### src/rtl/ates_pkg.sv
// ----------------------------------------------------------------------------
// ates_pkg
// Shared types, constants and the color palette of the terminal screen engine.
// ----------------------------------------------------------------------------
package ates_pkg;

    localparam int ROWS_DEF = 24;
    localparam int COLS_DEF = 80;

    localparam logic [7:0] CH_ESC    = 8'h1B;
    localparam logic [7:0] CH_LBRACK = 8'h5B;
    localparam logic [7:0] CH_H      = 8'h48;
    localparam logic [7:0] CH_J      = 8'h4A;
    localparam logic [7:0] CH_K      = 8'h4B;
    localparam logic [7:0] CH_M      = 8'h6D;
    localparam logic [7:0] CH_SEMI   = 8'h3B;
    localparam logic [7:0] CH_ZERO   = 8'h30;
    localparam logic [7:0] CH_NINE   = 8'h39;
    localparam logic [7:0] CH_SPACE  = 8'h20;

    localparam logic [3:0] COLOR_BLACK = 4'd0;
    localparam logic [3:0] COLOR_WHITE = 4'd7;
    localparam logic [3:0] COLOR_GRAY  = 4'd8;

    typedef enum logic [1:0] {
        PH_TEXT = 2'd0,
        PH_ESC  = 2'd1,
        PH_CSI  = 2'd2
    } phase_t;

    typedef enum logic [2:0] {
        OP_NONE,
        OP_GLYPH,
        OP_GLYPH2,
        OP_CLEAR,
        OP_ERASE,
        OP_READ
    } op_t;

    typedef enum logic [2:0] {
        BK_INIT,
        BK_IDLE,
        BK_FILL,
        BK_READ,
        BK_READ2,
        BK_OUT
    } bk_state_t;

    // One command handed from the parser to the executor.
    typedef struct packed {
        op_t        op;
        logic [7:0] glyph;
        logic [7:0] glyph2;
        logic [3:0] fg;
        logic [3:0] bg;
        logic       bold;
        logic [4:0] row;
        logic [6:0] col;
        logic [4:0] cur_row;
        logic [6:0] cur_col;
    } cmd_t;

    function automatic logic [23:0] palette(input logic [3:0] idx);
        logic [23:0] rgb;
        case (idx)
            4'd0: rgb = 24'h000000;
            4'd1: rgb = 24'hFF0000;
            4'd2: rgb = 24'h00FF00;
            4'd3: rgb = 24'hFFFF00;
            4'd4: rgb = 24'h0000FF;
            4'd5: rgb = 24'hFF00FF;
            4'd6: rgb = 24'h00FFFF;
            4'd7: rgb = 24'hFFFFFF;
            4'd8: rgb = 24'h787878;
            default: rgb = 24'h000000;
        endcase
        return rgb;
    endfunction

endpackage

### src/rtl/ates_if.sv
// ----------------------------------------------------------------------------
// ates_in_if / ates_out_if
// Valid/ready channels carrying input items and result items.
// ----------------------------------------------------------------------------
interface ates_in_if;
    logic       valid;
    logic       ready;
    logic       kind;
    logic [7:0] byte_value;
    logic [4:0] read_row;
    logic [6:0] read_col;
    modport source (output valid, kind, byte_value, read_row, read_col, input ready);
    modport sink (input valid, kind, byte_value, read_row, read_col, output ready);
endinterface


### src/rtl/ates_parser.sv
// ----------------------------------------------------------------------------
// ates_parser
// Front end: parses host bytes, tracks the cursor and attributes, and queues
// one command per input item for the executor.
// ----------------------------------------------------------------------------
module ates_parser #(
    parameter int ROWS = ates_pkg::ROWS_DEF,
    parameter int COLS = ates_pkg::COLS_DEF
) (
    input  logic           clk,
    input  logic           rst_n,
    ates_in_if.sink        in_ch,
    output logic           cmd_valid,
    input  logic           cmd_ready,
    output ates_pkg::cmd_t cmd
);
    localparam logic [4:0] ROW_MAX = 5'(ROWS - 1);
    localparam logic [6:0] COL_MAX = 7'(COLS - 1);

    ates_pkg::phase_t phase_reg, phase_next;
    logic [4:0] row_reg, row_next;
    logic [6:0] col_reg, col_next;
    logic [3:0] afg_reg, afg_next, abg_reg, abg_next;
    logic       abold_reg, abold_next;
    logic [7:0] fv_reg, fv_next, v1_reg, v1_next;
    logic       fd_reg, fd_next, d1_reg, d1_next, d2_reg, d2_next, ne_reg, ne_next;
    logic [1:0] fc_reg, fc_next;
    logic [7:0] v2_reg, v2_next;
    logic [3:0] sfg_reg, sfg_next, sbg_reg, sbg_next;
    logic       sbold_reg, sbold_next;

    ates_pkg::cmd_t q_reg [2];
    logic       wp_reg, rp_reg;
    logic [1:0] cnt_reg;
    logic       pop;

    ates_pkg::cmd_t item_cmd;
    logic       accept;
    logic [7:0] b;
    logic [11:0] acc;
    logic [7:0] code;
    logic [7:0] hr, hc;
    logic [4:0] gr;
    logic [6:0] gc;
    logic       do_code;

    assign in_ch.ready = (cnt_reg != 2'd2);
    assign accept = in_ch.valid && in_ch.ready;
    assign cmd_valid = (cnt_reg != 2'd0);
    assign cmd = q_reg[rp_reg];
    assign pop = cmd_valid && cmd_ready;
    assign b = in_ch.byte_value;
    assign acc = 12'(fv_reg) * 12'd10 + 12'(b - ates_pkg::CH_ZERO);

    always_comb
    begin
        phase_next = phase_reg;
        row_next = row_reg;
        col_next = col_reg;
        afg_next = afg_reg;
        abg_next = abg_reg;
        abold_next = abold_reg;
        fv_next = fv_reg;
        fd_next = fd_reg;
        fc_next = fc_reg;
        v1_next = v1_reg;
        d1_next = d1_reg;
        v2_next = v2_reg;
        d2_next = d2_reg;
        ne_next = ne_reg;
        sfg_next = sfg_reg;
        sbg_next = sbg_reg;
        sbold_next = sbold_reg;
        code = 8'd0;
        do_code = 1'b0;
        hr = 8'd0;
        hc = 8'd0;
        gr = row_reg;
        gc = col_reg;
        item_cmd = '0;
        item_cmd.op = ates_pkg::OP_NONE;
        item_cmd.fg = afg_reg;
        item_cmd.bg = abg_reg;
        item_cmd.bold = abold_reg;
        item_cmd.row = row_reg;
        item_cmd.col = col_reg;
        if (in_ch.kind)
        begin
            item_cmd.op = ates_pkg::OP_READ;
            item_cmd.row = in_ch.read_row;
            item_cmd.col = in_ch.read_col;
        end
        else if (phase_reg == ates_pkg::PH_ESC && b == ates_pkg::CH_LBRACK)
        begin
            phase_next = ates_pkg::PH_CSI;
            fv_next = 8'd0; fd_next = 1'b0; fc_next = 2'd0;
            v1_next = 8'd0; d1_next = 1'b0; v2_next = 8'd0; d2_next = 1'b0;
            ne_next = 1'b0;
            sfg_next = afg_reg; sbg_next = abg_reg; sbold_next = abold_reg;
        end
        else if (phase_reg == ates_pkg::PH_CSI)
        begin
            if (b >= ates_pkg::CH_ZERO && b <= ates_pkg::CH_NINE)
            begin
                fv_next = (acc > 12'd255) ? 8'd255 : acc[7:0];
                fd_next = 1'b1;
                ne_next = 1'b1;
            end
            else if (b == ates_pkg::CH_SEMI)
            begin
                ne_next = 1'b1;
                code = fd_reg ? fv_reg : 8'd0;
                do_code = 1'b1;
                if (fc_reg == 2'd0)
                begin
                    v1_next = fv_reg; d1_next = fd_reg;
                end
                else if (fc_reg == 2'd1)
                begin
                    v2_next = fv_reg; d2_next = fd_reg;
                end
                if (fc_reg != 2'd3)
                begin
                    fc_next = fc_reg + 2'd1;
                end
                fv_next = 8'd0;
                fd_next = 1'b0;
            end
            else
            begin
                phase_next = ates_pkg::PH_TEXT;
                if (b == ates_pkg::CH_H)
                begin
                    if (fc_reg == 2'd0)
                    begin
                        hr = fd_reg ? fv_reg : 8'd0;
                    end
                    else
                    begin
                        hr = d1_reg ? v1_reg : 8'd0;
                        if (fc_reg == 2'd1)
                        begin
                            hc = (d1_reg && fd_reg) ? fv_reg : 8'd0;
                        end
                        else
                        begin
                            hc = (d1_reg && d2_reg) ? v2_reg : 8'd0;
                        end
                    end
                    row_next = (hr >= 8'd1 && 9'(hr) <= 9'(ROWS)) ? 5'(hr - 8'd1) : 5'd0;
                    col_next = (hc >= 8'd1 && 9'(hc) <= 9'(COLS)) ? 7'(hc - 8'd1) : 7'd0;
                end
                else if (b == ates_pkg::CH_J)
                begin
                    item_cmd.op = ates_pkg::OP_CLEAR;
                    row_next = 5'd0;
                    col_next = 7'd0;
                end
                else if (b == ates_pkg::CH_K)
                begin
                    item_cmd.op = ates_pkg::OP_ERASE;
                end
                else if (b == ates_pkg::CH_M)
                begin
                    if (!ne_reg)
                    begin
                        code = 8'd0; do_code = 1'b1;
                    end
                    else if (fd_reg)
                    begin
                        code = fv_reg; do_code = 1'b1;
                    end
                end
            end
        end
        else
        begin
            if (phase_reg == ates_pkg::PH_ESC)
            begin
                item_cmd.op = ates_pkg::OP_GLYPH;
                item_cmd.glyph = ates_pkg::CH_ESC;
                if (col_reg == COL_MAX)
                begin
                    gc = 7'd0;
                    gr = (row_reg == ROW_MAX) ? ROW_MAX : row_reg + 5'd1;
                end
                else
                begin
                    gc = col_reg + 7'd1;
                end
                phase_next = ates_pkg::PH_TEXT;
            end
            if (b == ates_pkg::CH_ESC)
            begin
                phase_next = ates_pkg::PH_ESC;
                row_next = gr;
                col_next = gc;
            end
            else
            begin
                item_cmd.op = (phase_reg == ates_pkg::PH_ESC) ? ates_pkg::OP_GLYPH2
                                                                : ates_pkg::OP_GLYPH;
                if (phase_reg == ates_pkg::PH_ESC)
                begin
                    item_cmd.glyph2 = b;
                end
                else
                begin
                    item_cmd.glyph = b;
                end
                item_cmd.row = row_reg;
                item_cmd.col = col_reg;
                if (gc == COL_MAX)
                begin
                    col_next = 7'd0;
                    row_next = (gr == ROW_MAX) ? ROW_MAX : gr + 5'd1;
                end
                else
                begin
                    col_next = gc + 7'd1;
                    row_next = gr;
                end
            end
        end
        if (do_code)
        begin
            if (code == 8'd0)
            begin
                sfg_next = ates_pkg::COLOR_WHITE;
                sbg_next = ates_pkg::COLOR_BLACK;
                sbold_next = 1'b0;
            end
            else if (code == 8'd1)
            begin
                sbold_next = 1'b1;
            end
            else if (code >= 8'd30 && code <= 8'd37)
            begin
                sfg_next = 4'(code - 8'd30);
            end
            else if (code >= 8'd40 && code <= 8'd47)
            begin
                sbg_next = 4'(code - 8'd40);
            end
        end
        if (!in_ch.kind && phase_reg == ates_pkg::PH_CSI && b == ates_pkg::CH_M)
        begin
            afg_next = sfg_next;
            abg_next = sbg_next;
            abold_next = sbold_next;
        end
        // Cursor after the item travels with the command for the result.
        item_cmd.cur_row = row_next;
        item_cmd.cur_col = col_next;
    end

    always_ff @(posedge clk or negedge rst_n)
    begin
        if (!rst_n)
        begin
            phase_reg <= ates_pkg::PH_TEXT;
            row_reg <= 5'd0; col_reg <= 7'd0;
            afg_reg <= ates_pkg::COLOR_WHITE; abg_reg <= ates_pkg::COLOR_GRAY;
            abold_reg <= 1'b0;
            fv_reg <= 8'd0; fd_reg <= 1'b0; fc_reg <= 2'd0;
            v1_reg <= 8'd0; d1_reg <= 1'b0; v2_reg <= 8'd0; d2_reg <= 1'b0;
            ne_reg <= 1'b0;
            sfg_reg <= ates_pkg::COLOR_WHITE; sbg_reg <= ates_pkg::COLOR_GRAY;
            sbold_reg <= 1'b0;
        end
        else if (accept)
        begin
            phase_reg <= phase_next;
            row_reg <= row_next; col_reg <= col_next;
            afg_reg <= afg_next; abg_reg <= abg_next; abold_reg <= abold_next;
            fv_reg <= fv_next; fd_reg <= fd_next; fc_reg <= fc_next;
            v1_reg <= v1_next; d1_reg <= d1_next; v2_reg <= v2_next; d2_reg <= d2_next;
            ne_reg <= ne_next;
            sfg_reg <= sfg_next; sbg_reg <= sbg_next; sbold_reg <= sbold_next;
        end
    end

    always_ff @(posedge clk or negedge rst_n)
    begin
        if (!rst_n)
        begin
            wp_reg <= 1'b0;
            rp_reg <= 1'b0;
            cnt_reg <= 2'd0;
        end
        else
        begin
            if (accept)
            begin
                wp_reg <= !wp_reg;
            end
            if (pop)
            begin
                rp_reg <= !rp_reg;
            end
            cnt_reg <= cnt_reg + 2'(accept) - 2'(pop);
        end
    end

    always_ff @(posedge clk)
    begin
        if (accept)
        begin
            q_reg[wp_reg] <= item_cmd;
        end
    end
endmodule

### src/flat_wrapper.sv
// flat-port wrapper written by rule: the top's interface ports become plain ports
module ates_parser_flat 
#(
    parameter int ROWS = ates_pkg::ROWS_DEF,
    parameter int COLS = ates_pkg::COLS_DEF
)
  (clk, rst_n, cmd_valid, cmd_ready, cmd, in_ch_valid, in_ch_kind, in_ch_byte_value, in_ch_read_row, in_ch_read_col, in_ch_ready);
  ates_in_if in_ch_i ();
  input  logic clk;
  input  logic rst_n;
  output logic cmd_valid;
  input  logic cmd_ready;
  output ates_pkg::cmd_t cmd;
  input wire logic [$bits(in_ch_i.valid)-1:0] in_ch_valid;
  input wire logic [$bits(in_ch_i.kind)-1:0] in_ch_kind;
  input wire logic [$bits(in_ch_i.byte_value)-1:0] in_ch_byte_value;
  input wire logic [$bits(in_ch_i.read_row)-1:0] in_ch_read_row;
  input wire logic [$bits(in_ch_i.read_col)-1:0] in_ch_read_col;
  output wire logic [$bits(in_ch_i.ready)-1:0] in_ch_ready;
  assign in_ch_i.valid = in_ch_valid;
  assign in_ch_i.kind = in_ch_kind;
  assign in_ch_i.byte_value = in_ch_byte_value;
  assign in_ch_i.read_row = in_ch_read_row;
  assign in_ch_i.read_col = in_ch_read_col;
  assign in_ch_ready = in_ch_i.ready;
  ates_parser #(.ROWS(ROWS), .COLS(COLS)) u_core (.clk(clk), .rst_n(rst_n), .in_ch(in_ch_i), .cmd_valid(cmd_valid), .cmd_ready(cmd_ready), .cmd(cmd));
endmodule
### config.mk
export PLATFORM = sky130hd
export DESIGN_NAME = ates_parser_flat
export DESIGN_NICKNAME = d
export VERILOG_FILES = /design/src/rtl/ates_pkg.sv /design/src/rtl/ates_if.sv /design/src/rtl/ates_parser.sv /design/src/flat_wrapper.sv
export SDC_FILE = /design/constraint.sdc
export NUM_CORES = 1
export LEC_CHECK = 0
export ABC_AREA = 1
export BUFFER_PORTS_ARGS = -buffer_cell sky130_fd_sc_hd__buf_2
export CAP_MARGIN = 20
export CORE_UTILIZATION = 50
export CTS_CLUSTER_SIZE = 10
export DETAILED_ROUTE_END_ITERATION = 10
export GPL_TIMING_DRIVEN = 0
export PLACE_DENSITY = 0.68
export SYNTH_ARGS = -nofsm -noshare
export SYNTH_HDL_FRONTEND = slang
export SYNTH_SLANG_ARGS = --single-unit
### constraint.sdc
create_clock -name clk -period 7.05 [get_ports clk]
set_input_delay 1.41 -clock clk [delete_from_list [all_inputs] [get_ports clk]]
set_output_delay 1.41 -clock clk [all_outputs]
set_load 0.05 [all_outputs]
======== Yosys cells after proc, flatten, opt, wreduce, memory -nomap -nowiden ========
Memory sizes are Yosys's and may differ from the RTL's.
Cells that the tools add are included.
storage, ports and cells
  register bits after elaboration ......... 66
  RAM bits ................................ 104
  output and inout port bits .............. 54
  logic and storage cells ................. 253
  memories ................................ 1
cells by class
  add/subtract/negate cells ............... 13
  multipliers ............................. 1
  $lt $le $gt $ge ......................... 11
  equal/unequal tests ..................... 21
  multiplexer cells ....................... 154
  bitwise gates (word level) .............. 1
  reduce and logical (&&, ||, !) cells .... 31
memories
  memory        words  width  rd ports  clocked after memory_dff  write ports  RTL line           text
  u_core.q_reg  2      52     1         0                         1            ates_parser.sv:32  ates_pkg::cmd_t q_reg [2];
operators by type and width
  cell                                                                               count
  8-bit 2-to-1 mux                                                                   47
  7-bit 2-to-1 mux                                                                   15
  5-bit 2-to-1 mux                                                                   17
  4-bit 2-to-1 mux                                                                   13
  8-bit by 7-bit equality test with 1-bit output (second input constant)             5
  19-bit 2-to-1 mux                                                                  2
  1-bit 2-to-1 mux                                                                   37
  16-bit 2-to-1 mux                                                                  2
  8-bit by 6-bit less-or-equal comparator with 1-bit output (second input constant)  3
  2-bit 2-to-1 mux                                                                   12
  3-bit 2-to-1 mux                                                                   7
  8-bit by 1-bit >= comparator with 1-bit output (second input constant)             2
  8-bit by 6-bit >= comparator with 1-bit output (second input constant)             2
  7-bit by 1-bit adder with 7-bit output (second input constant)                     2
  7-bit equality test (second input constant)                                        2
  12-bit adder                                                                       1
  12-bit by 8-bit greater-than comparator with 1-bit output (second input constant)  1
  1-bit logical AND                                                                  12
  12-bit 2-to-1 mux                                                                  1
  6-bit AND reduction                                                                2
  2-bit nonzero test                                                                 6
  8-bit by 3-bit multiplier with 11-bit output (second input constant)               1
  5-bit by 1-bit adder with 5-bit output (second input constant)                     2
  5-bit equality test (second input constant)                                        2
  29 further kinds                                                                   36

======== Logic depth before layout (Yosys ltp) ========
Gate-level depths: netlist (run 1).
  depth after elaboration ................. 19
  gate-level depth with buffers ........... 21
  depth with buffers taken out ............ 21

======== Worst setup path before layout (run 1) ========
Ideal clock, no wire load.
  path kind ............................... input port to flip-flop
  start point ............................. input in_ch_valid
  end point ............................... memory u_core.q_reg[0][0] (netlist bit), enable pin
  arrival time ............................ 4,024 ps
  path slack .............................. 2,564 ps
  stages on the path ...................... 3
  buffers on the path ..................... 1
  cell sequence ........................... nand2_1 clkbuf_1 nor2_1
on the way
  longest elaborated chain between the ends .. 3
RTL lines
  item                                    RTL line            text
  start, declared                         flat_wrapper.sv:14  input wire logic [$bits(in_ch_i.valid)-1:0] in_ch_valid;
  1-bit logical AND                       ates_parser.sv:48   assign accept = in_ch.valid && in_ch.ready;
  1-bit 2-to-1 mux                        ates_parser.sv:307  if (accept)
  1-bit 2-to-1 mux (implied by the code)  ates_parser.sv:309  q_reg[wp_reg] <= item_cmd;
  end, declared                           ates_parser.sv:32
Every way passes these cells.

==> summary.txt, run 1 <==
Status
  – Outcome: finished clean

Cells and area
  – Layout cells sized above 1: 12.0%
  – Max reg flops: 104
  – Area growth syn-to-layout: 13.7%
  – Nets: 1,416
  – Antenna fix cells: 0
  – Fillers: 1,740

Worst hold path
  – Hold crit path type: reg2reg

STA
  – Max Slew Vio Count: 0
  – Final Hold Vio Count: 0
  – Worst clock skew: 14.1 ps
  – Min Tclk post-route: 3810 ps
  – Setup Viol. Count Final: 0
  – Worst-Margin Slew: 993 ps
  – RSZ-0062 raised after global routing: no
  – Max-slew headroom: 33.7%
  – Final hold slack: 465 ps
  – Final period util: 54.0%
  – Fmax: 263 MHz
  – Setup TNS Final: 0 ps

Clocking
  – CTS root buffer: clkbuf_16
  – Post-CTS Setup Bufs: 0
  – Clk_lat worst skew: 440 ps
  – Max Root-Sink Buffers: 2
  – Worst-path clk slew: 70 ps
  – Cts hold-fix bufs: 0
  – Cts bufs inserted: 17
  – Clock H-tree levels: 4
  – CTS sink cnt: 170
  – Post-cts repair resize count: 0
  – CTS tree: built

Global route
  – Grt peak-use layer: met2
  – GRT overflow: 0
  – Met3 usage: 3.96%
  – Global-route wire length before repair: 40,800 um
  – Total Routing Usage GR: 26.2%
  – Antenna violations before repair: 0
  – Vias in the first global route: 7,990
  – Grt met2 use: 44.4%
  – Largest net degree at the start of global routing: 67
  – Grt met1 use: 34.1%

Synth
  – Seq/Total Area, Yosys: 48.2%
  – Synth unique cells: 43
  – Syn_nets: 1,318
  – Mean Syn Cell Area: 7.95 um2
  – Synthesis Warnings: 0
  – Register bit count reported by yosys: 170
  – Synthesized cell area: 0.00993 mm2
  – Instance count of the mapped netlist: 1,249

Floorplanning
  – Width of the die: 143 um
  – FP Rows: 51
  – Ports: 79
  – DIE HEIGHT: 143 um
  – Core area: 0.0195 mm2
  – Full die area: 0.0204 mm2
  – Initial Utilization: 51.0%

Route
  – Wire per inst: 15.6 um
  – DRT Wirelength: 25,300 um
  – Via density: 5.29
  – 1st-iter DRT viols: 600
  – Vias after detailed routing: 8,592
  – Antenna Nets Post-Route: 0
  – # DRC: 0
  – Drt first pass iters: 7

Placed design
  – GP Congestion: 0.941
  – IO buf count: 77
  – DP Wirelength: 18,600 um

Critical path
  – Worst Setup Start Kind: flop
  – Crit Path Max Fanout: 10
  – Critical Path AT: 2400 ps
  – Max stage delay on crit path: 530 ps
  – CP max-delay cell: clkbuf_1
  – Critical Path RT: 5640 ps
  – Endpoint type of the worst setup path: output port
  – Crit Path Class: reg2out
  – Crit path cell chain: clkbuf_1 -> inv_2 -> clkbuf_1 -> nand2_1 -> nand2_1 -> buf_2

Power
  – Leakage power: 5.50 nW
  – Pwr per Cell Area: 345 mW/mm2
  – Worst VDD drop: 0.191 mV

Run
  – MaxCap Viol Count: 0
-- power by group --
| part | internal [mW] | switching (mW) | total, mW |
|---|---|---|---|
| clock network | 0.481 | 0.439 | 0.921 |
| logic | 0.350 | 1.24 | 1.59 |
| registers | 1.30 | 0.0873 | 1.38 |
| total | 2.13 | 1.77 | 3.90 |
-- cells by family after synthesis --
kind of cell	count (synthesis)	synth area share [%]
and+or+nand+nor	739	30.9
buffers and inverters	141	5.55
muxes	3	0.302
DFF	170	48.2
AOI/OAI and AO/OA	126	7.04
adders and majority gates	44	5.70
xor gates and xnor gates	26	2.29
-- per-stage QoR --
step / total power, mW / worst slack [ps] / util [%] / cells / cell area [um2]
finish: 3.90 / 3240 / 58.0 / 1625 / 11300
global route: 4.10 / 3030 / 58.0 / 1625 / 11300
CTS: 3.91 / 3260 / 58.0 / 1625 / 11300
detailed placement: 3.00 / 2960 / 55.0 / 1593 / 10700
global placement: 2.97 / 893 / 54.7 / 1591 / 10600
floorplan: 2.57 / 2560 / - / 1249 / 9930
-- routing by layer --
layer  wire, um  up-vias
met2      12200      223
met3       1010       39
met4        579        0
li1           -     4299
met5          0        -
met1      11500     4031
-- synth_stat cells, drive strengths merged --
cell,n,share of area [%]
inv,106,4.0
nand3b,5,0.38
mux2i,3,0.30
xnor2,10,0.88
dfstp,8,2.1
nand2,515,20
a21boi,2,0.15
edfxtp,104,31
and2,2,0.13
dfrtp,58,15
ha,42,5.3
a22oi,1,0.076
nor3,14,0.81
buf,10,0.59
xor2,16,1.4
nor4,2,0.28
o21a,1,0.076
a21oi,30,1.5
fa,2,0.40
clkinv,2,0.076
nand4,17,1.1
nor2,84,3.5
or2,6,0.38
clkbuf,23,0.87
o2111ai,2,0.42
nand3,94,4.9
a31oi,9,0.57
o31ai,2,0.15
o21ai,76,3.9
o211ai,3,0.23
-- critical path, delay by kind of cell (launching register included) --
family        cells  cell delay [ps]
buf+inv           4             1360
flops             1              360
simple gates      2              220
-- cell type report --
class                      count  area (um2)  share of cell area [%]
buffer                        33         145                    1.29
clock buffer                  18         439                    3.89
clock inverter                14         149                    1.32
inverter                     108         405                    3.59
multi-input combinational    938        4610                    40.8
sequential                   170        4780                    42.4
tap                          265         332                    2.94
timing repair buffer          79         428                    3.79
-- cell usage in the layout, fill, tap and decap left out, drive strengths merged, types with 6 or more instances in the layout --
cell / netlist / layout
a21oi: 30 / 30
a31oi: 9 / 9
buf: 10 / 89
clkbuf: 23 / 41
clkinv: 2 / 9
dfrtp: 58 / 58
dfstp: 8 / 8
edfxtp: 104 / 104
ha: 42 / 42
inv: 106 / 113
nand2: 515 / 515
nand3: 94 / 94
nand4: 17 / 17
nor2: 84 / 84
nor3: 14 / 14
o21ai: 76 / 76
or2: 6 / 6
xnor2: 10 / 10
xor2: 16 / 16
-- final timing paths --
check / startpoint / to / slack, ps / depth (start not counted)
min in group asynchronous: rst_n / u_core.col_reg[2] / 1070 / 1
worst max register to register: u_core.fv_reg[1] / u_core.fv_reg[7] / 3330 / 18
worst min-delay path: u_core.sfg_reg[2] / u_core.sfg_reg[2] / 470 / 2
worst min register to register: u_core.sfg_reg[2] / u_core.sfg_reg[2] / 470 / 2
worst max-delay path: u_core.rp_reg / cmd[38] / 3240 / 6
max in group asynchronous: rst_n / u_core.phase_reg[0] / 5370 / 1
Power figures use the tool's default switching activity.
==> inputs of run 2 (changes only) <==
--- a/config.mk
+++ b/config.mk
@@ -5,14 +5,14 @@
 export SDC_FILE = /design/constraint.sdc
 export NUM_CORES = 1
 export LEC_CHECK = 0
-export ABC_AREA = 1
+export ABC_AREA = 0
 export BUFFER_PORTS_ARGS = -buffer_cell sky130_fd_sc_hd__buf_2
 export CAP_MARGIN = 20
 export CORE_UTILIZATION = 50
 export CTS_CLUSTER_SIZE = 10
 export DETAILED_ROUTE_END_ITERATION = 10
 export GPL_TIMING_DRIVEN = 0
-export PLACE_DENSITY = 0.68
+export PLACE_DENSITY = 0.71
 export SYNTH_ARGS = -nofsm -noshare
 export SYNTH_HDL_FRONTEND = slang
 export SYNTH_SLANG_ARGS = --single-unit
==> constraint.sdc (replaced) <==
create_clock -name clk -period 3.4 [get_ports clk]
set_input_delay 0.68 -clock clk [delete_from_list [all_inputs] [get_ports clk]]
set_output_delay 0.68 -clock clk [all_outputs]
set_load 0.05 [all_outputs]
==> run 2 against run 1 <==
Clock-buffer cell count up 1. Hold slack got worse by 100 ps. The run now ends with setup timing left. Critical path type is now reg2reg. Critical path depth rose by 9.
==> summary.txt, run 2 <==
Clocking
  – Clk_lat worst skew: 440 ps (about the same)
  – Clock H-tree levels: 4 (unchanged)
  – CTS root buffer: clkbuf_16
  – Worst-path clk slew: 70 ps (about the same)
  – CTS tree: built
  – Max Root-Sink Buffers: 2 (unchanged)
  – Cts bufs inserted: 17 (unchanged)
  – CTS sink cnt: 170 (unchanged)
  – Cts hold-fix bufs: 0 (unchanged)

Cells and area
  – Most common cell after layout, fill and taps aside: edfxtp_1
  – Nets: 1,046 (-26%)
  – Max reg flops: 104 (unchanged)
  – Finished Core Util: 60.4% (+2.4 points)
  – Layout cells sized above 1: 31.6% (+20 points)
  – Multi-input logic area: 0.00491 mm2 (+6.5%)
  – Area growth syn-to-layout: 16.6%
  – Commonest non-fill, non-tap cells in the layout: 104 x edfxtp_1, 94 x mux2_2, 81 x buf_2
  – Storage element area: 0.00479 mm2 (+0.13%)
  – Fillers: 1,581 (-9.1%)
  – Antenna fix cells: 0 (unchanged)

Critical path
  – Max stage delay on crit path: 430 ps (-100 ps)
  – Crit Path Class: reg2reg
  – Most used cell, CP: ha_4
  – Kind of cell adding the most delay to the critical path: compound AO/OA/AOI/OAI gates
  – Worst Setup Start Kind: flop
  – Crit path cell chain: ha_4 -> ha_4 -> fa_2 -> a21o_1 -> a21oi_2 -> o21bai_1 -> a21oi_1 -> xnor2_1 -> ha_1 -> inv_2 -> a2111o_1 -> a221o_1 -> o31ai_4 -> buf_6 -> o311ai_2
  – Endpoint type of the worst setup path: flop
  – CP max-delay cell: dfrtp_2
  – Critical Path AT: 3850 ps (+1450 ps)
  – Crit path buffers/inverters: 2 (-2)
  – Critical Path RT: 3690 ps (-1950 ps)
  – Crit Path Max Fanout: 8 (-2)

Global route
  – Vias in the first global route: 7,244 (-9.3%)
  – Total Routing Usage GR: 24.5% (-1.6 points)
  – Global-route wire length before repair: 37,800 um (-7.3%)
  – GRT overflow: 0 (unchanged)
  – Antenna violations before repair: 1 (+1)
  – Largest net degree at the start of global routing: 67 (unchanged)

Worst hold path
  – Hold crit path type: in2async

Power
  – Leakage power: 4.62 nW (-16%)
  – Worst VDD drop: 0.369 mV (+93%)
  – Pwr per Cell Area: 634 mW/mm2 (+84%)

Route
  – 1st-iter DRT viols: 613 (+2.2%)
  – Drt first pass iters: 6 (-1)
  – # DRC: 0 (unchanged)
  – Antenna Nets Post-Route: 0 (unchanged)
  – Vias after detailed routing: 7,362 (-14%)
  – Via density: 5.89 (+11%)
  – DRT Wirelength: 24,100 um (-5.0%)
  – Wire per inst: 19.2 um (+23%)

STA
  – Setup Viol. Count Final: 8 (+8)
  – Min Tclk post-route: 3560 ps
  – Final hold slack: 364 ps (-101 ps)
  – Worst-Margin Slew: 915 ps (-77.8 ps)
  – Final Hold Vio Count: 0 (unchanged)
  – Max-slew headroom: 39.0% (+5.3 points)
  – Final period util: 105%
  – Final WS setup: -165 ps (-3410 ps)
  – Max Slew Vio Count: 0 (unchanged)
  – Worst clock skew: 12.5 ps (-1.58 ps)
  – Fmax: 281 MHz
  – RSZ-0062 raised after global routing: yes

Synth
  – EDFF count, synth: 104 (unchanged)
  – Commonest cells in the netlist: 104 x edfxtp_1, 94 x mux2_2, 68 x nand2_1
  – Async SR Flop Fraction: 38.8% (unchanged)
  – Synth unique cells: 94 (+120%)
  – Mean Syn Cell Area: 11.4 um2 (+44%)
  – Instance count of the mapped netlist: 864 (-31%)
  – Synthesized cell area: 0.00986 mm2 (-0.73%)
  – Cell taking the most area after synthesis: edfxtp_1
  – Register bit count reported by yosys: 170 (unchanged)
  – Fraction of synthesized cell area taken by the top area cell type: 31.7% (+0.23 points)
  – Syn_nets: 933 (-29%)
  – Top_reg_cell synth: edfxtp_1
  – Seq/Total Area, Yosys: 48.5% (+0.35 points)
  – Synthesis Warnings: 0 (unchanged)
  – Top post-synthesis cells by area: edfxtp_1 32%, dfrtp_1 15%, mux2_2 11%, ha_1 5.3%, nand2_1 2.6%
  – Most common cell in the synthesized netlist: edfxtp_1

Placed design
  – GP Congestion: 0.972 (+3.3%)
  – DP Wirelength: 17,100 um (-7.9%)
  – IO buf count: 75 (-2.6%)

Floorplanning
  – FP Rows: 50 (-2.0%)
  – DIE HEIGHT: 142 um (-0.36%)
  – Width of the die: 142 um (-0.36%)
  – Ports: 79 (unchanged)
  – Initial Utilization: 51.8% (+0.81 points)
  – Full die area: 0.0203 mm2 (-0.73%)
  – Core area: 0.0190 mm2 (-2.3%)

Status
  – Violated checks: setup timing
  – Outcome: finished, violations left

Run
  – MaxCap Viol Count: 0 (unchanged)
run 2: cell count changes after synthesis, sizes merged, moves of 11 or more:
cell,change
nand2,-447
mux2i,+11
o21ai,-39
and3,+12
and2,+18
inv,-71
nand3,-71
mux2,+94
a22o,+12
nor2,-47
run 2: path summary, 6_finish.rpt:
check | slack, ps | end | depth (start not counted) | startpoint
max in group asynchronous | 2360 | u_core.col_reg[1] | 1 | rst_n
worst min register to register | 480 | u_core.afg_reg[2] | 2 | u_core.afg_reg[2]
min in group clk | 480 | u_core.afg_reg[2] | 2 | u_core.afg_reg[2]
worst max register to register | -160 | u_core.fv_reg[4] | 15 | u_core.fv_reg[1]
worst max-delay path | -160 | u_core.fv_reg[4] | 15 | u_core.fv_reg[1]
worst min-delay path | 360 | u_core.abg_reg[1] | 1 | rst_n
run 2: kinds of logic (layout without fill, tap and decap cells):
logic type,Yosys count,after routing,synth area share [%]
xor gates and xnor gates,33,33,2.93
and+or+nand+nor,254,254,14.1
buffers and inverters,81,207,3.41
DFF,170,170,48.5
muxes,108,108,12.3
adders and majority gates,44,44,5.74
AOI/OAI and AO/OA,174,174,12.9
run 2: final cells by class:
cell class              instances  area share [%]
plain buffers                  43            1.73
inverters                      35            1.14
flip-flops and latches        170            41.7
multi-input cells             613            42.7
well taps                     260            2.83
clock inverters                13            1.14
repair buffers                 97            5.00
clock buffers                  19            3.77
run 2: through the flow:
step	instances	setup TNS [ps]	setup WS [ps]	cell area (um2)	power, mW
after floorplan	864	-511	-73.0	9890	4.78
after global placement	1199	-33160	-742	10600	5.37
after detailed placement	1201	-9000	-733	10600	5.43
after CTS	1242	-1790	-236	11300	7.32
after global routing	1250	-2860	-350	11500	7.58
final	1250	-1260	-165	11500	7.29
run 2: timing repair:
| action | in CTS | in global routing |
|---|---|---|
| setup buffers | 11 | 9 |
| gates resized for setup | 15 | 34 |
| pin swaps | 13 | 17 |
| hold endpoints to repair | 0 | 0 |
| endpoints found under the setup margin | 22 | 40 |
run 2: report_power, final:
| part | internal, mW | switching [mW] | total, mW |
|---|---|---|---|
| Combinational | 0.784 | 1.91 | 2.69 |
| Sequential | 2.60 | 0.110 | 2.71 |
| Clock | 1.03 | 0.855 | 1.88 |
| Total | 4.42 | 2.87 | 7.29 |
run 2: routing by layer:
metal  track usage [%]  share of wire (%)
met5                 0              0.054
met4              10.2                2.5
met3              3.94                4.5
met2              41.0                 49
met1              31.6                 44
==> inputs of run 3 (changes only) <==
--- a/config.mk
+++ b/config.mk
@@ -5,7 +5,7 @@
 export SDC_FILE = /design/constraint.sdc
 export NUM_CORES = 1
 export LEC_CHECK = 0
-export ABC_AREA = 0
+export ABC_AREA = 1
 export BUFFER_PORTS_ARGS = -buffer_cell sky130_fd_sc_hd__buf_2
 export CAP_MARGIN = 20
 export CORE_UTILIZATION = 50
==> run 3 against run 2 <==
The flow now finishes without violations. Highest routed layer is now met4. Register-to-register slack better by 370 ps. Critical path type unchanged. Via count up 19%. Setup slack better by 370 ps. Global-route usage grew 1.0 points.
==> summary.txt, run 3 (same netlist as run 1, synthesis figures left out) <==
Global route
  – Vias in the first global route: 8,005 (+11%)
  – Antenna violations before repair: 0 (-1)
  – Largest net degree at the start of global routing: 67 (unchanged)
  – GRT overflow: 0 (unchanged)
  – Global-route wire length before repair: 40,000 um (+5.7%)
  – Total Routing Usage GR: 25.6% (+1.0 points)

Floorplanning
  – Full die area: 0.0204 mm2 (+0.73%)
  – Ports: 79 (unchanged)
  – Core area: 0.0195 mm2 (+2.3%)
  – Width of the die: 143 um (+0.37%)
  – FP Rows: 51 (+2.0%)
  – Initial Utilization: 51.0% (-0.81 points)
  – DIE HEIGHT: 143 um (+0.37%)

Critical path
  – CP max-delay cell: dfrtp_2
  – Worst Reg-to-Reg Cells: 18 (+3)
  – Flop-to-flop setup slack: 210 ps (+370 ps)
  – Critical Path AT: 3520 ps (-330 ps)
  – Critical Path RT: 3720 ps (+30 ps)
  – Crit Path Max Fanout: 8 (unchanged)
  – Max stage delay on crit path: 480 ps (+50 ps)
  – Most used cell, CP: nand2_1
  – Crit path cell chain: ha_1 -> ha_1 -> a21oi_2 -> nand2_1 -> nand2_1 -> nand2_1 -> a21oi_2 -> xor2_1 -> ha_1 -> nand2_1 -> nor2_2 -> nand3_1 -> nand4_1 -> xor2_2 -> buf_6 -> nand3_1 -> nand2_1 -> nand2_1
  – CP Depth: 18 (+3)
  – Worst Setup Start Kind: flop
  – Kind of cell adding the most delay to the critical path: adder cells
  – Crit path buffers/inverters: 1 (-1)
  – Endpoint type of the worst setup path: flop
  – Crit Path Class: reg2reg

Cells and area
  – Finished Core Util: 59.0% (-1.4 points)
  – Non-filler cells in the finished layout: 1,634 (+31%)
  – Area growth syn-to-layout: 15.7%
  – Max reg flops: 104 (unchanged)
  – Most common cell after layout, fill and taps aside: nand2_1
  – Nets: 1,425 (+36%)
  – Antenna fix cells: 0 (unchanged)
  – Commonest non-fill, non-tap cells in the layout: 512 x nand2_1, 104 x edfxtp_1, 97 x inv_1
  – Layout cells sized above 1: 14.3% (-17 points)

Route
  – Antenna Nets Post-Route: 0 (unchanged)
  – Wire per inst: 15.6 um (-19%)
  – 1st-iter DRT viols: 843 (+38%)
  – # DRC: 0 (unchanged)
  – Vias after detailed routing: 8,725 (+19%)
  – DRT Wirelength: 25,500 um (+5.8%)
  – Via density: 5.34 (-9.3%)
  – Drt first pass iters: 6 (unchanged)

Clocking
  – Max Root-Sink Buffers: 2 (unchanged)
  – Cts bufs inserted: 17 (unchanged)
  – CTS sink cnt: 170 (unchanged)
  – Cts hold-fix bufs: 0 (unchanged)
  – Clock H-tree levels: 4 (unchanged)
  – CTS tree: built
  – Clk_lat worst skew: 430 ps (about the same)
  – CTS root buffer: clkbuf_16
  – Worst-path clk slew: 70 ps (about the same)

STA
  – Max-slew headroom: 37.2% (-1.8 points)
  – Worst-Margin Slew: 935 ps (+20.2 ps)
  – Fmax: 313 MHz (+12%)
  – Final hold slack: 366 ps (+2.46 ps)
  – Setup Viol. Count Final: 0 (-8)
  – Final Hold Vio Count: 0 (unchanged)
  – Min Tclk post-route: 3190 ps (-371 ps)
  – Max Slew Vio Count: 0 (unchanged)
  – Worst clock skew: 8.59 ps (-3.89 ps)
  – Final period util: 93.9% (-11 points)
  – Setup TNS Final: 0 ps (+1260 ps)

Placed design
  – Dpl cells: 1,593 (+33%)
  – GP Congestion: 0.931 (-4.2%)
  – IO buf count: 77 (+2.7%)
  – DP Wirelength: 18,500 um (+8.1%)

Status
  – Outcome: finished clean

Run
  – MaxCap Viol Count: 0 (unchanged)

Worst hold path
  – Hold crit path type: in2async

Power
  – Pwr per Cell Area: 699 mW/mm2 (+10%)
  – Worst VDD drop: 0.367 mV (-0.39%)
  – Leakage power: 5.52 nW (+19%)
run 3: cell count changes in the layout (fill, tap and decap cells not counted), sizes merged, moves of 11 or more:
cell	before	now
nand2	68	515
mux2	94	0
nand3	23	94
inv	42	112
nor2	37	84
o21ai	37	76
and2	20	2
buf	113	98
a22o	12	0
and3	12	0
mux2i	14	3
run 3: worst paths after layout:
kind | to | start
worst max-delay path | u_core.fv_reg[5] | u_core.fv_reg[4]
worst min-delay path | u_core.cnt_reg[1] | rst_n
worst max register to register | u_core.fv_reg[5] | u_core.fv_reg[4]
worst min register to register | u_core.sfg_reg[1] | u_core.sfg_reg[1]
max in group asynchronous | u_core.fv_reg[5] | rst_n
min in group clk | u_core.sfg_reg[1] | u_core.sfg_reg[1]
run 3: power by group:
| part | switching [mW] | internal [mW] |
|---|---|---|
| sequential | 0.180 | 2.69 |
| clock | 0.887 | 0.968 |
| combinational | 2.58 | 0.727 |
run 3: metrics by stage:
| stage | instance area [um2] | total power [mW] | setup WS [ps] |
|---|---|---|---|
| floorplan | 9930 | 5.31 | 161 |
| global placement | 10700 | 6.14 | -594 |
| detailed placement | 10700 | 6.21 | -300 |
| CTS | 11300 | 8.05 | 0.379 |
| global route | 11500 | 8.46 | -12.7 |
| finish | 11500 | 8.03 | 207 |
run 3: worst reg2reg max path, cell delays in order (launching register included):
cell and delay, ps:
dfrtp_2 480, ha_1 320, ha_1 390, a21oi_2 210
nand2_1 70, nand2_1 80, nand2_1 70, a21oi_2 120
xor2_1 190, ha_1 290, nand2_1 90, nor2_2 40
nand3_1 80, nand4_1 130, xor2_2 190, buf_6 140
nand3_1 90, nand2_1 70, nand2_1 50
run 3: layout make-up:
class                   instances  area (um2)
plain buffers                  33         145
clock buffers                  18         429
clock inverters                14         135
fillers                      1746        7970
inverters                     108         405
multi-input cells             938        4740
flip-flops and latches        170        4790
well taps                     265         332
repair buffers                 88         512
run 3: routing by layer:
metal	vias up	wire, um	track usage (%)
li1	4319	-	-
met1	4096	11200	32.9
met2	267	12400	43.4
met3	43	1260	4.39
met4	0	582	9.05
met5	-	0	0
run 3: what timing repair did:
item	4_1_cts	5_1_grt
endpoints found under the setup margin	8	8
gates cloned	0	0
buffers inserted	2	7
gates resized for setup	5	25
pin swaps	1	9
